File: src/design/rss_pkg.sv
// shared types, constants and helper functions for the receiver scan scheduler
// used by rss_lane, rss_merge and receiver_scan_scheduler_core
package rss_pkg;

  localparam int NUM_RECEIVERS = 4;
  localparam int MAX_TARGETS   = 16;
  localparam int TIME_WIDTH    = 32;

  localparam int COUNT_W  = 5;
  localparam int CURSOR_W = 4;
  localparam int DUR_W    = 16;
  localparam int CFG_IDX_W  = 2;
  localparam int CFG_DATA_W = 64;

  typedef logic [TIME_WIDTH-1:0] time_t;
  typedef logic [COUNT_W-1:0]    count_t;
  typedef logic [CURSOR_W-1:0]   cursor_t;
  typedef logic [DUR_W-1:0]      dur_t;

  typedef enum logic [CFG_IDX_W-1:0] {
    REG_ENABLE_MASK   = 2'd0,
    REG_TARGET_COUNTS = 2'd1,
    REG_DWELL_TIMES   = 2'd2,
    REG_HANG_TIMES    = 2'd3
  } cfg_reg_e;

  typedef struct packed {
    logic    emit;
    cursor_t idx;
  } lane_result_t;

  function automatic time_t sat_add(time_t a, dur_t b);
    logic [TIME_WIDTH:0] s;
    s = {1'b0, a} + (TIME_WIDTH+1)'(b);
    return s[TIME_WIDTH] ? {TIME_WIDTH{1'b1}} : s[TIME_WIDTH-1:0];
  endfunction

  // restoring remainder, four compare and subtract steps
  function automatic cursor_t mod_small(cursor_t a, count_t n);
    logic [8:0] r;
    logic [8:0] d;
    r = 9'(a);
    for (int k = CURSOR_W - 1; k >= 0; k--) begin
      d = 9'(n) << k;
      if (r >= d) begin
        r = r - d;
      end
    end
    return r[CURSOR_W-1:0];
  endfunction

endpackage

File: src/design/rss_lane.sv
// one receiver lane: lock tracking, hang window, dwell timer and target cursor
// depends on rss_pkg
module rss_lane (
  input  logic                 clk,
  input  logic                 rst,
  input  logic                 tick,
  input  logic                 enable,
  input  rss_pkg::count_t      count,
  input  rss_pkg::dur_t        dwell,
  input  rss_pkg::dur_t        hang,
  input  logic                 locked,
  input  rss_pkg::time_t       now,
  output rss_pkg::lane_result_t result
);
  import rss_pkg::*;

  logic    was_locked;
  time_t   hang_end;
  time_t   retune_time;
  logic    has_tuned;
  cursor_t target_cursor;

  logic    active;
  count_t  cnt;
  time_t   dwell_sum;
  time_t   hang_sum;
  time_t   hang_eff;
  logic    fire;
  cursor_t idx;
  cursor_t cursor_next;

  always_comb begin
    active    = enable && (count != '0);
    cnt       = (count > COUNT_W'(MAX_TARGETS)) ? COUNT_W'(MAX_TARGETS) : count;
    dwell_sum = sat_add(now, dwell);
    hang_sum  = sat_add(now, hang);
    hang_eff  = was_locked ? hang_sum : hang_end;
    fire      = active && !locked && !(hang_eff > now) &&
                (!has_tuned || (now >= retune_time));
    idx       = mod_small(target_cursor, cnt);
    cursor_next = ((COUNT_W'(idx) + 1'b1) == cnt) ? '0 : idx + 1'b1;
    result.emit = fire;
    result.idx  = idx;
  end

  always_ff @(posedge clk) begin
    if (rst) begin
      was_locked    <= 1'b0;
      hang_end      <= '0;
      retune_time   <= '0;
      has_tuned     <= 1'b0;
      target_cursor <= '0;
    end else if (tick && active) begin
      if (locked) begin
        was_locked  <= 1'b1;
        hang_end    <= '0;
        retune_time <= dwell_sum;
      end else begin
        if (was_locked) begin
          was_locked <= 1'b0;
          hang_end   <= hang_sum;
        end
        if (fire) begin
          target_cursor <= cursor_next;
          retune_time   <= dwell_sum;
          has_tuned     <= 1'b1;
        end
      end
    end
  end

endmodule

File: src/design/rss_merge.sv
// merging stage: captures the lane results of a tick and sends them out one word
// at a time in receiver order through an output register; depends on rss_pkg
module rss_merge (
  input  logic                 clk,
  input  logic                 rst,
  input  logic                 tick,
  input  rss_pkg::lane_result_t results [rss_pkg::NUM_RECEIVERS],
  output logic                 busy,
  output logic                 out_valid,
  input  logic                 out_ready,
  output logic [1:0]           tune_receiver,
  output logic [3:0]           tune_target,
  output logic                 last_of_tick
);
  import rss_pkg::*;

  logic [NUM_RECEIVERS-1:0] pending;
  logic [NUM_RECEIVERS-1:0] pending_next;
  cursor_t                  idx_hold [NUM_RECEIVERS];
  logic                     load;
  logic [1:0]               sel;
  logic                     found;

  always_comb begin
    sel   = '0;
    found = 1'b0;
    for (int i = 0; i < NUM_RECEIVERS; i++) begin
      if (pending[i] && !found) begin
        sel   = 2'(i);
        found = 1'b1;
      end
    end
    load = found && (!out_valid || out_ready);
    pending_next = pending;
    if (load) begin
      pending_next[sel] = 1'b0;
    end
  end

  assign busy = |pending;

  always_ff @(posedge clk) begin
    if (rst) begin
      pending   <= '0;
      out_valid <= 1'b0;
    end else begin
      if (tick) begin
        for (int i = 0; i < NUM_RECEIVERS; i++) begin
          pending[i] <= results[i].emit;
        end
      end else begin
        pending <= pending_next;
      end
      if (load) begin
        out_valid <= 1'b1;
      end else if (out_ready) begin
        out_valid <= 1'b0;
      end
    end
  end

  always_ff @(posedge clk) begin
    if (tick) begin
      for (int i = 0; i < NUM_RECEIVERS; i++) begin
        idx_hold[i] <= results[i].idx;
      end
    end
    if (load) begin
      tune_receiver <= sel;
      tune_target   <= idx_hold[sel];
      last_of_tick  <= (pending_next == '0);
    end
  end

endmodule

File: src/design/receiver_scan_scheduler_core.sv
// receiver scan scheduler top level: config registers, per-receiver lanes and merger
// depends on rss_pkg, rss_lane and rss_merge
//
// one input word is one scheduler tick: now_time and one lock bit per receiver,
// taken on in_valid and in_ready. every receiver lane evaluates the tick in
// parallel in the accepting cycle and updates its own timing state. the merger
// then sends the resulting tune commands one word per cycle when not stalled, lowest receiver
// first, on out_valid and out_ready; last_of_tick marks the final word of a tick.
// a tick that causes no command produces no output word.
// an accepted tick is first registered in the merger's pending flags, and its first
// command then goes into the output register. a tick causes 0 to 4 commands, which
// the merger drains one per cycle while the output is not stalled; in_ready is low
// while commands of the previous tick are still queued in the merger.
// an output stall holds the output register and the queue, and so holds in_ready low while commands are queued.
// config writes on cfg_valid and cfg_ready (always ready), index selects
// enable_mask, target_counts, dwell_times or hang_times.
// synchronous reset clears config, lane state, the merger queue and out_valid, not the output data fields.
module receiver_scan_scheduler_core (
  input  logic                       clk,
  input  logic                       rst,
  input  logic                       in_valid,
  output logic                       in_ready,
  input  logic [31:0]                now_time,
  input  logic [3:0]                 lock_bits,
  output logic                       out_valid,
  input  logic                       out_ready,
  output logic [1:0]                 tune_receiver,
  output logic [3:0]                 tune_target,
  output logic                       last_of_tick,
  input  logic                       cfg_valid,
  output logic                       cfg_ready,
  input  logic [rss_pkg::CFG_IDX_W-1:0]  cfg_index,
  input  logic [rss_pkg::CFG_DATA_W-1:0] cfg_data
);
  import rss_pkg::*;

  logic [3:0]  enable_mask;
  logic [19:0] target_counts;
  logic [63:0] dwell_times;
  logic [63:0] hang_times;

  logic         tick;
  logic         busy;
  time_t        now;
  lane_result_t results [NUM_RECEIVERS];

  assign cfg_ready = 1'b1;
  assign in_ready  = !busy;
  assign tick      = in_valid && in_ready;
  assign now       = TIME_WIDTH'(now_time);

  always_ff @(posedge clk) begin
    if (rst) begin
      enable_mask   <= '0;
      target_counts <= '0;
      dwell_times   <= '0;
      hang_times    <= '0;
    end else if (cfg_valid) begin
      case (cfg_index)
        REG_ENABLE_MASK:   enable_mask   <= cfg_data[3:0];
        REG_TARGET_COUNTS: target_counts <= cfg_data[19:0];
        REG_DWELL_TIMES:   dwell_times   <= cfg_data;
        REG_HANG_TIMES:    hang_times    <= cfg_data;
        default: begin
        end
      endcase
    end
  end

  for (genvar i = 0; i < NUM_RECEIVERS; i++) begin : g_lane
    rss_lane u_lane (
      .clk    (clk),
      .rst    (rst),
      .tick   (tick),
      .enable (enable_mask[i]),
      .count  (target_counts[COUNT_W*i +: COUNT_W]),
      .dwell  (dwell_times[DUR_W*i +: DUR_W]),
      .hang   (hang_times[DUR_W*i +: DUR_W]),
      .locked (lock_bits[i]),
      .now    (now),
      .result (results[i])
    );
  end

  rss_merge u_merge (
    .clk           (clk),
    .rst           (rst),
    .tick          (tick),
    .results       (results),
    .busy          (busy),
    .out_valid     (out_valid),
    .out_ready     (out_ready),
    .tune_receiver (tune_receiver),
    .tune_target   (tune_target),
    .last_of_tick  (last_of_tick)
  );

endmodule

File: config.mk
export PLATFORM = sky130hd
export DESIGN_NAME = receiver_scan_scheduler_core
export DESIGN_NICKNAME = d
export VERILOG_FILES = /design/src/design/rss_pkg.sv /design/src/design/rss_lane.sv /design/src/design/rss_merge.sv /design/src/design/receiver_scan_scheduler_core.sv
export SDC_FILE = /design/constraint.sdc
export NUM_CORES = 2
export LEC_CHECK = 0
export BUFFER_PORTS_ARGS = -buffer_cell sky130_fd_sc_hd__buf_4
export CAP_MARGIN = 20
export CORE_ASPECT_RATIO = 1.1
export CORE_MARGIN = 2
export CORE_UTILIZATION = 35
export DETAILED_ROUTE_END_ITERATION = 8
export PLACE_DENSITY_LB_ADDON = 0.08
export SYNTH_ARGS = -nofsm -noshare
export SYNTH_HDL_FRONTEND = slang
export SYNTH_HIERARCHICAL = 1
export SYNTH_SLANG_ARGS = --single-unit
File: constraint.sdc
create_clock -name clk -period 9 [get_ports clk]
set_input_delay 0.45 -clock clk [delete_from_list [all_inputs] [get_ports clk]]
set_output_delay 0.45 -clock clk [all_outputs]
set_load 0.02 [all_outputs]
After elaboration in Yosys (flattened, before gate mapping) --
Memory sizes are Yosys's and may differ from the RTL's. A register that Yosys moved wholly into a read port is not among the register bits. Index checks and enable logic that the tools add are counted. W data, S select, Z words.
Word-level totals: input bits 107, memories 1, word-level logic and storage cells 243, register bits 440, output and inout bits 10, memory bits (writable) 16
Memory list:
- u_merge.idx_hold | depth 4, width 4, rd ports 1, clocked after memory_dff 1, write ports 4, line rss_merge.sv:19 | cursor_t idx_hold [NUM_RECEIVERS];
Cells by class: reduce and logical (&&, ||, !) cells 72, add/sub/neg operators 32, bitwise operators 6, magnitude comparators 30, multiplexer cells 67, equality and inequality tests 7
Operators by type and width (count):
- $mux W32 | 24
- $add A32 B16 Y33 | 8
- $ge A32 B32 Y1 | 4
- $gt A32 B32 Y1 | 4
- $mux W9 | 12
- $mux W4 | 10
- $ge A9 B5 Y1 | 4
- $ge A9 B6 Y1 | 4
- $ge A9 B7 Y1 | 4
- $sub A4 B8 Y9 | 4
- $sub A9 B6 Y9 | 4
- $sub A9 B7 Y9 | 4
- $ge A4 B8 Y1 | 4
- $logic_and A1 B1 Y1 | 26
- $add A4 B1 Y5 const B | 4
- $eq A5 B5 Y1 | 4
- $gt A5 B5 Y1 const B | 4
- $mux W5 | 4
- $reduce_bool A5 Y1 | 4
- $logic_not A1 Y1 | 17
- $add A4 B1 Y4 const B | 4
- $reduce_and A2 Y1 | 8
- $sub A4 B4 Y4 | 4
- $mux W1 | 14
- 15 further kinds | 31

Logic depth before layout (Yosys ltp) --
depth in word-level cells 18, gate-level depth with buffers 42

Hierarchy --
Netlist, hierarchy kept.
Modules (own cells, without submodules):
- rss_lane at g_lane[0].u_lane ... | area each 7599.8 µm², cells an instance 1000, instances 2
- rss_lane at g_lane[1].u_lane | area each 7614.8 µm², cells an instance 1005, instances 1
- rss_lane at g_lane[3].u_lane | area each 7563.5 µm², cells an instance 998, instances 1
- receiver_scan_scheduler_core | area each 6233.5 µm², cells an instance 572, instances 1
- rss_merge | area each 1188.6 µm², cells an instance 84, instances 1

Worst setup path before layout --
Ideal clock, no wire load.
path type reg-to-reg, from register target_counts[9], to register g_lane[1].u_lane.target_cursor[0], slack 0.954 ns, stages on the path, launching flop included 41, arrival 7.929 ns, data required time 8.883 ns, path buffers 1, cell sequence dfxtp_1 > clkbuf_1 > nor2b_1 > ha_1 > inv_1 > ha_1 > or4b_1 > o21ai_1 > nand2_1 > o21ai_0 > inv_1 > ha_1 > nor2b_1 > o21a_1 > o211ai_1 > o21a_4 > mux2i_1 > ha_1 > (+5 left out) > mux2_2 > inv_1 > ha_1 > nand2_1 > o21ai_0 > nand3_1 > nand2_1 > nor3_1 > a41oi_1 > o21a_1 > mux2_2 > inv_1 > ha_1 > inv_1 > or3b_1 > a221oi_2 > o2111ai_1 > a32o_1
RTL lines:
- from (decl) | line receiver_scan_scheduler_core.sv:38 | logic [19:0] target_counts;
- from (signal assigned) | line receiver_scan_scheduler_core.sv:61 | REG_TARGET_COUNTS: target_counts <= cfg_data[19:0];
- to (signal assigned) | line rss_lane.sv:64 | target_cursor <= cursor_next;
- to (decl) | line rss_lane.sv:21 | cursor_t target_cursor;

==> flow_summary.json <==
{
  "worstReg2RegStart": "target_counts[14]",
  "hpwlAfterDp_mm": 88.4,
  "hp-class": "in2reg",
  "relSlewSlack": 0.294,
  "wl_mm": 121,
  "die_h_microns": 349,
  "io_buffers": 115,
  "antenna_found_initial": 3,
  "path_max_fanout": 9,
  "syn2layout_area_growth_pct": 12.0,
  "switchingPower_uw": 2330,
  "synth_top_area_cell": "dfxtp_1",
  "stdcell_count": 6190,
  "design.final.nets": 5316,
  "fillCellCount": 11200,
  "synth_common_cells": "527 x nor2_1, 456 x ha_1, 437 x dfxtp_1, 393 x inv_1, 296 x a21oi_1",
  "p_int_uw": 4500,
  "final.period_utilization": 0.941,
  "timing.final.crit_period_ns": 8.47,
  "cp-startpoint": "target_counts[14]",
  "rsz0062_at_grt": "false",
  "cts_buffers": 60,
  "holdCritStartpoint": "cfg_data[44]",
  "cp.required_ns": 9.55,
  "yosys.area.top_type_share": 0.231,
  "switching_share": 0.341,
  "htreeDepth": 2,
  "wl_per_cell_microns": 19.6,
  "max_freq_mhz": 118,
  "rows": 126,
  "drc": 0,
  "max_cap_violations": 0,
  "crit_buf_inv": 3,
  "p_total_uw": 6830,
  "path_delay_family": "simple AND/OR/NAND/NOR gates",
  "clock-sinks": 460,
  "cp.arrival_ns": 9.02,
  "slowest_stage": "or4_2",
  "max_stage_delay_ns": 0.62,
  "fin_tns_setup_ns": 0,
  "grt_max_degree": 157,
  "pin_count": 117,
  "grt_pass1_vias": 32000,
  "netlist_area_sq_um": 37800,
  "dr.pass1.iters": 5,
  "p_per_area_nw_per_um2": 161,
  "syn_nets": 5242,
  "crit_top_cell": "ha_1",
  "grt_pass1_wl_mm": 188,
  "async_flop_share": 0,
  "clk_path_buf_depth": 3,
  "end_kind": "register",
  "ant_nets": 0,
  "ctsRootBufferMaster": "clkbuf_16",
  "startpoint_type": "register",
  "synth_most_common_cell": "nor2_1",
  "ys_seq_area_frac": 0.250,
  "crit_type": "reg2reg",
  "skew_ns": 0.0402,
  "outcome": "completed",
  "synth.avg_cell_area_sq_um": 8.11,
  "drive_gt1_frac": 0.0952,
  "timing.hold.ws_ns": 0.0412,
  "combPwrFrac": 0.303,
  "max-vdd-ir-drop_uv": 152,
  "slew_violations": 0,
  "synthTopCellsByArea": "dfxtp_1 23%, ha_1 15%, nor2_1 5.2%",
  "vias": 32600,
  "finalHoldViolations": 0,
  "p_leak_uw": 0.0178,
  "clkTransAtPathRegs_ns": 0.06,
  "synth_edf_count": 23,
  "floorplan.die_area_sq_um": 111000,
  "ys.flop_type": "dfxtp_1",
  "clkPwrFrac": 0.378,
  "synthCells": 4659,
  "via_per_inst": 5.27,
  "cts_tree": "done",
  "drtIter0Drc": 1849,
  "grt_overflow": 0,
  "initial_utilization": 0.353,
  "yosysUniqueCellTypes": 110,
  "die_w_microns": 317,
  "setup_viol": 0,
  "tightest_slew_ns": 1.06,
  "yosys_register_bits": 460,
  "placedCellCount": 6075,
  "grt_usage": 0.218,
  "gp_congestion": 0.878,
  "seqPwrFrac": 0.319,
  "yosys_warnings": 6,
  "clock_latency_ns": 0.70,
  "core-area_sq_um": 107000
}
-- layer usage --
layer | share of wire | track usage
met1 | 0.48 | 0.298
met2 | 0.45 | 0.354
met3 | 0.038 | 0.0274
met4 | 0.028 | 0.0665
met5 | 0.00011 | 0
-- flip-flops by register name (all words and copies together), names as in the netlist --
name / flops
u_merge/idx_hold: 16
dwell_times: 64
u_merge/out_valid: 1
g_lane.u_lane/has_tuned: 4
target_counts: 20
u_merge/pending: 4
g_lane.u_lane/hang_end: 128
g_lane.u_lane/target_cursor: 16
hang_times: 64
u_merge/tune_receiver: 2
u_merge/last_of_tick: 1
g_lane.u_lane/was_locked: 4
u_merge/tune_target: 4
g_lane.u_lane/retune_time: 128
enable_mask: 4
-- layout by cell type, fill, tap and decap left out, drive strengths merged, types with 15 or more instances in the layout --
| master | synthesis | layout |
|---|---|---|
| nor4 | 26 | 26 |
| or2 | 36 | 36 |
| a22o | 38 | 38 |
| a31oi | 44 | 44 |
| or3 | 36 | 36 |
| nand3 | 87 | 87 |
| and3 | 20 | 20 |
| o21a | 52 | 52 |
| buf | 44 | 190 |
| nor2b | 66 | 66 |
| nand2 | 218 | 218 |
| mux2 | 33 | 33 |
| nand4 | 60 | 60 |
| a21oi | 296 | 296 |
| nand2b | 276 | 276 |
| xor2 | 72 | 72 |
| fa | 20 | 20 |
| clkinv | 2 | 19 |
| and2 | 35 | 35 |
| xnor2 | 167 | 167 |
| nor3 | 90 | 90 |
| edfxtp | 23 | 23 |
| nor2 | 531 | 531 |
| clkbuf | 136 | 76 |
| inv | 393 | 397 |
| o21ai | 199 | 199 |
| a2111oi | 20 | 20 |
| dfxtp | 437 | 437 |
| a32o | 15 | 15 |
| mux2i | 197 | 197 |
| a211oi | 169 | 169 |
| ha | 456 | 456 |
| a21o | 139 | 139 |
-- power by group through the flow --
stage	Sequential (uW)	Clock, uW	Combinational (uW)
finish	2180	2580	2070
CTS	2180	2660	2040
floorplan	2190	0	1490
detailed placement	2220	0	2030
global route	2180	2730	2310
global placement	2220	0	2040
-- final timing paths --
path | to | slack [ns] | depth (start not counted)
max | g_lane[2].u_lane/target_cursor[0] | 0.53 | 35
min reg2reg | g_lane[2].u_lane/hang_end[30] | 0.45 | 2
max reg2reg | g_lane[2].u_lane/target_cursor[0] | 0.53 | 35
min | hang_times[44] | 0.04 | 3
-- worst min-delay path, delay by kind of cell --
family,cells,cell delay (ns)
multiplexers,1,0.11
buffers and inverters,1,0.08
AND/OR/NAND/NOR,1,0.06
-- stage by stage --
stage                      util  instance area, sq um  setup WS (ns)
after floorplan               -                 37800          0.954
after global placement    0.375                 40200          0.390
after detailed placement  0.375                 40200          0.261
after CTS                 0.394                 42300          0.227
after global routing      0.395                 42300        0.00465
final                     0.395                 42400          0.533
-- repair_timing --
| action | in CTS | in global routing |
|---|---|---|
| gates resized for setup | 0 | 20 |
| hold endpoints to repair | 2 | 0 |
| setup buffers | 0 | 2 |
| hold buffers | 2 | 0 |
| setup endpoints to repair | 0 | 16 |
-- kinds of logic after synthesis --
kind of cell / Yosys count / synth area share
multiplexers: 230 / 0.0620
flip-flops: 460 / 0.250
AND/OR/NAND/NOR: 1548 / 0.208
buffers and inverters: 575 / 0.0619
adder cells (fa/ha/maj): 477 / 0.162
other: 1 / 0.0000992
AO/OA/AOI/OAI: 1129 / 0.200
XOR/XNOR: 239 / 0.0560
-- cell type report --
class / instances / area, sq um / share of cell area
antenna: 1 / 2.50 / 0.0000591
clock buffer: 76 / 1610 / 0.0381
clock inverter: 34 / 447 / 0.0105
inverter: 395 / 1490 / 0.0351
multi-input combinational: 3624 / 26100 / 0.617
sequential: 460 / 9440 / 0.223
tap: 1408 / 1760 / 0.0416
timing repair buffer: 192 / 1470 / 0.0346
(Power assumes the default switching activity.)
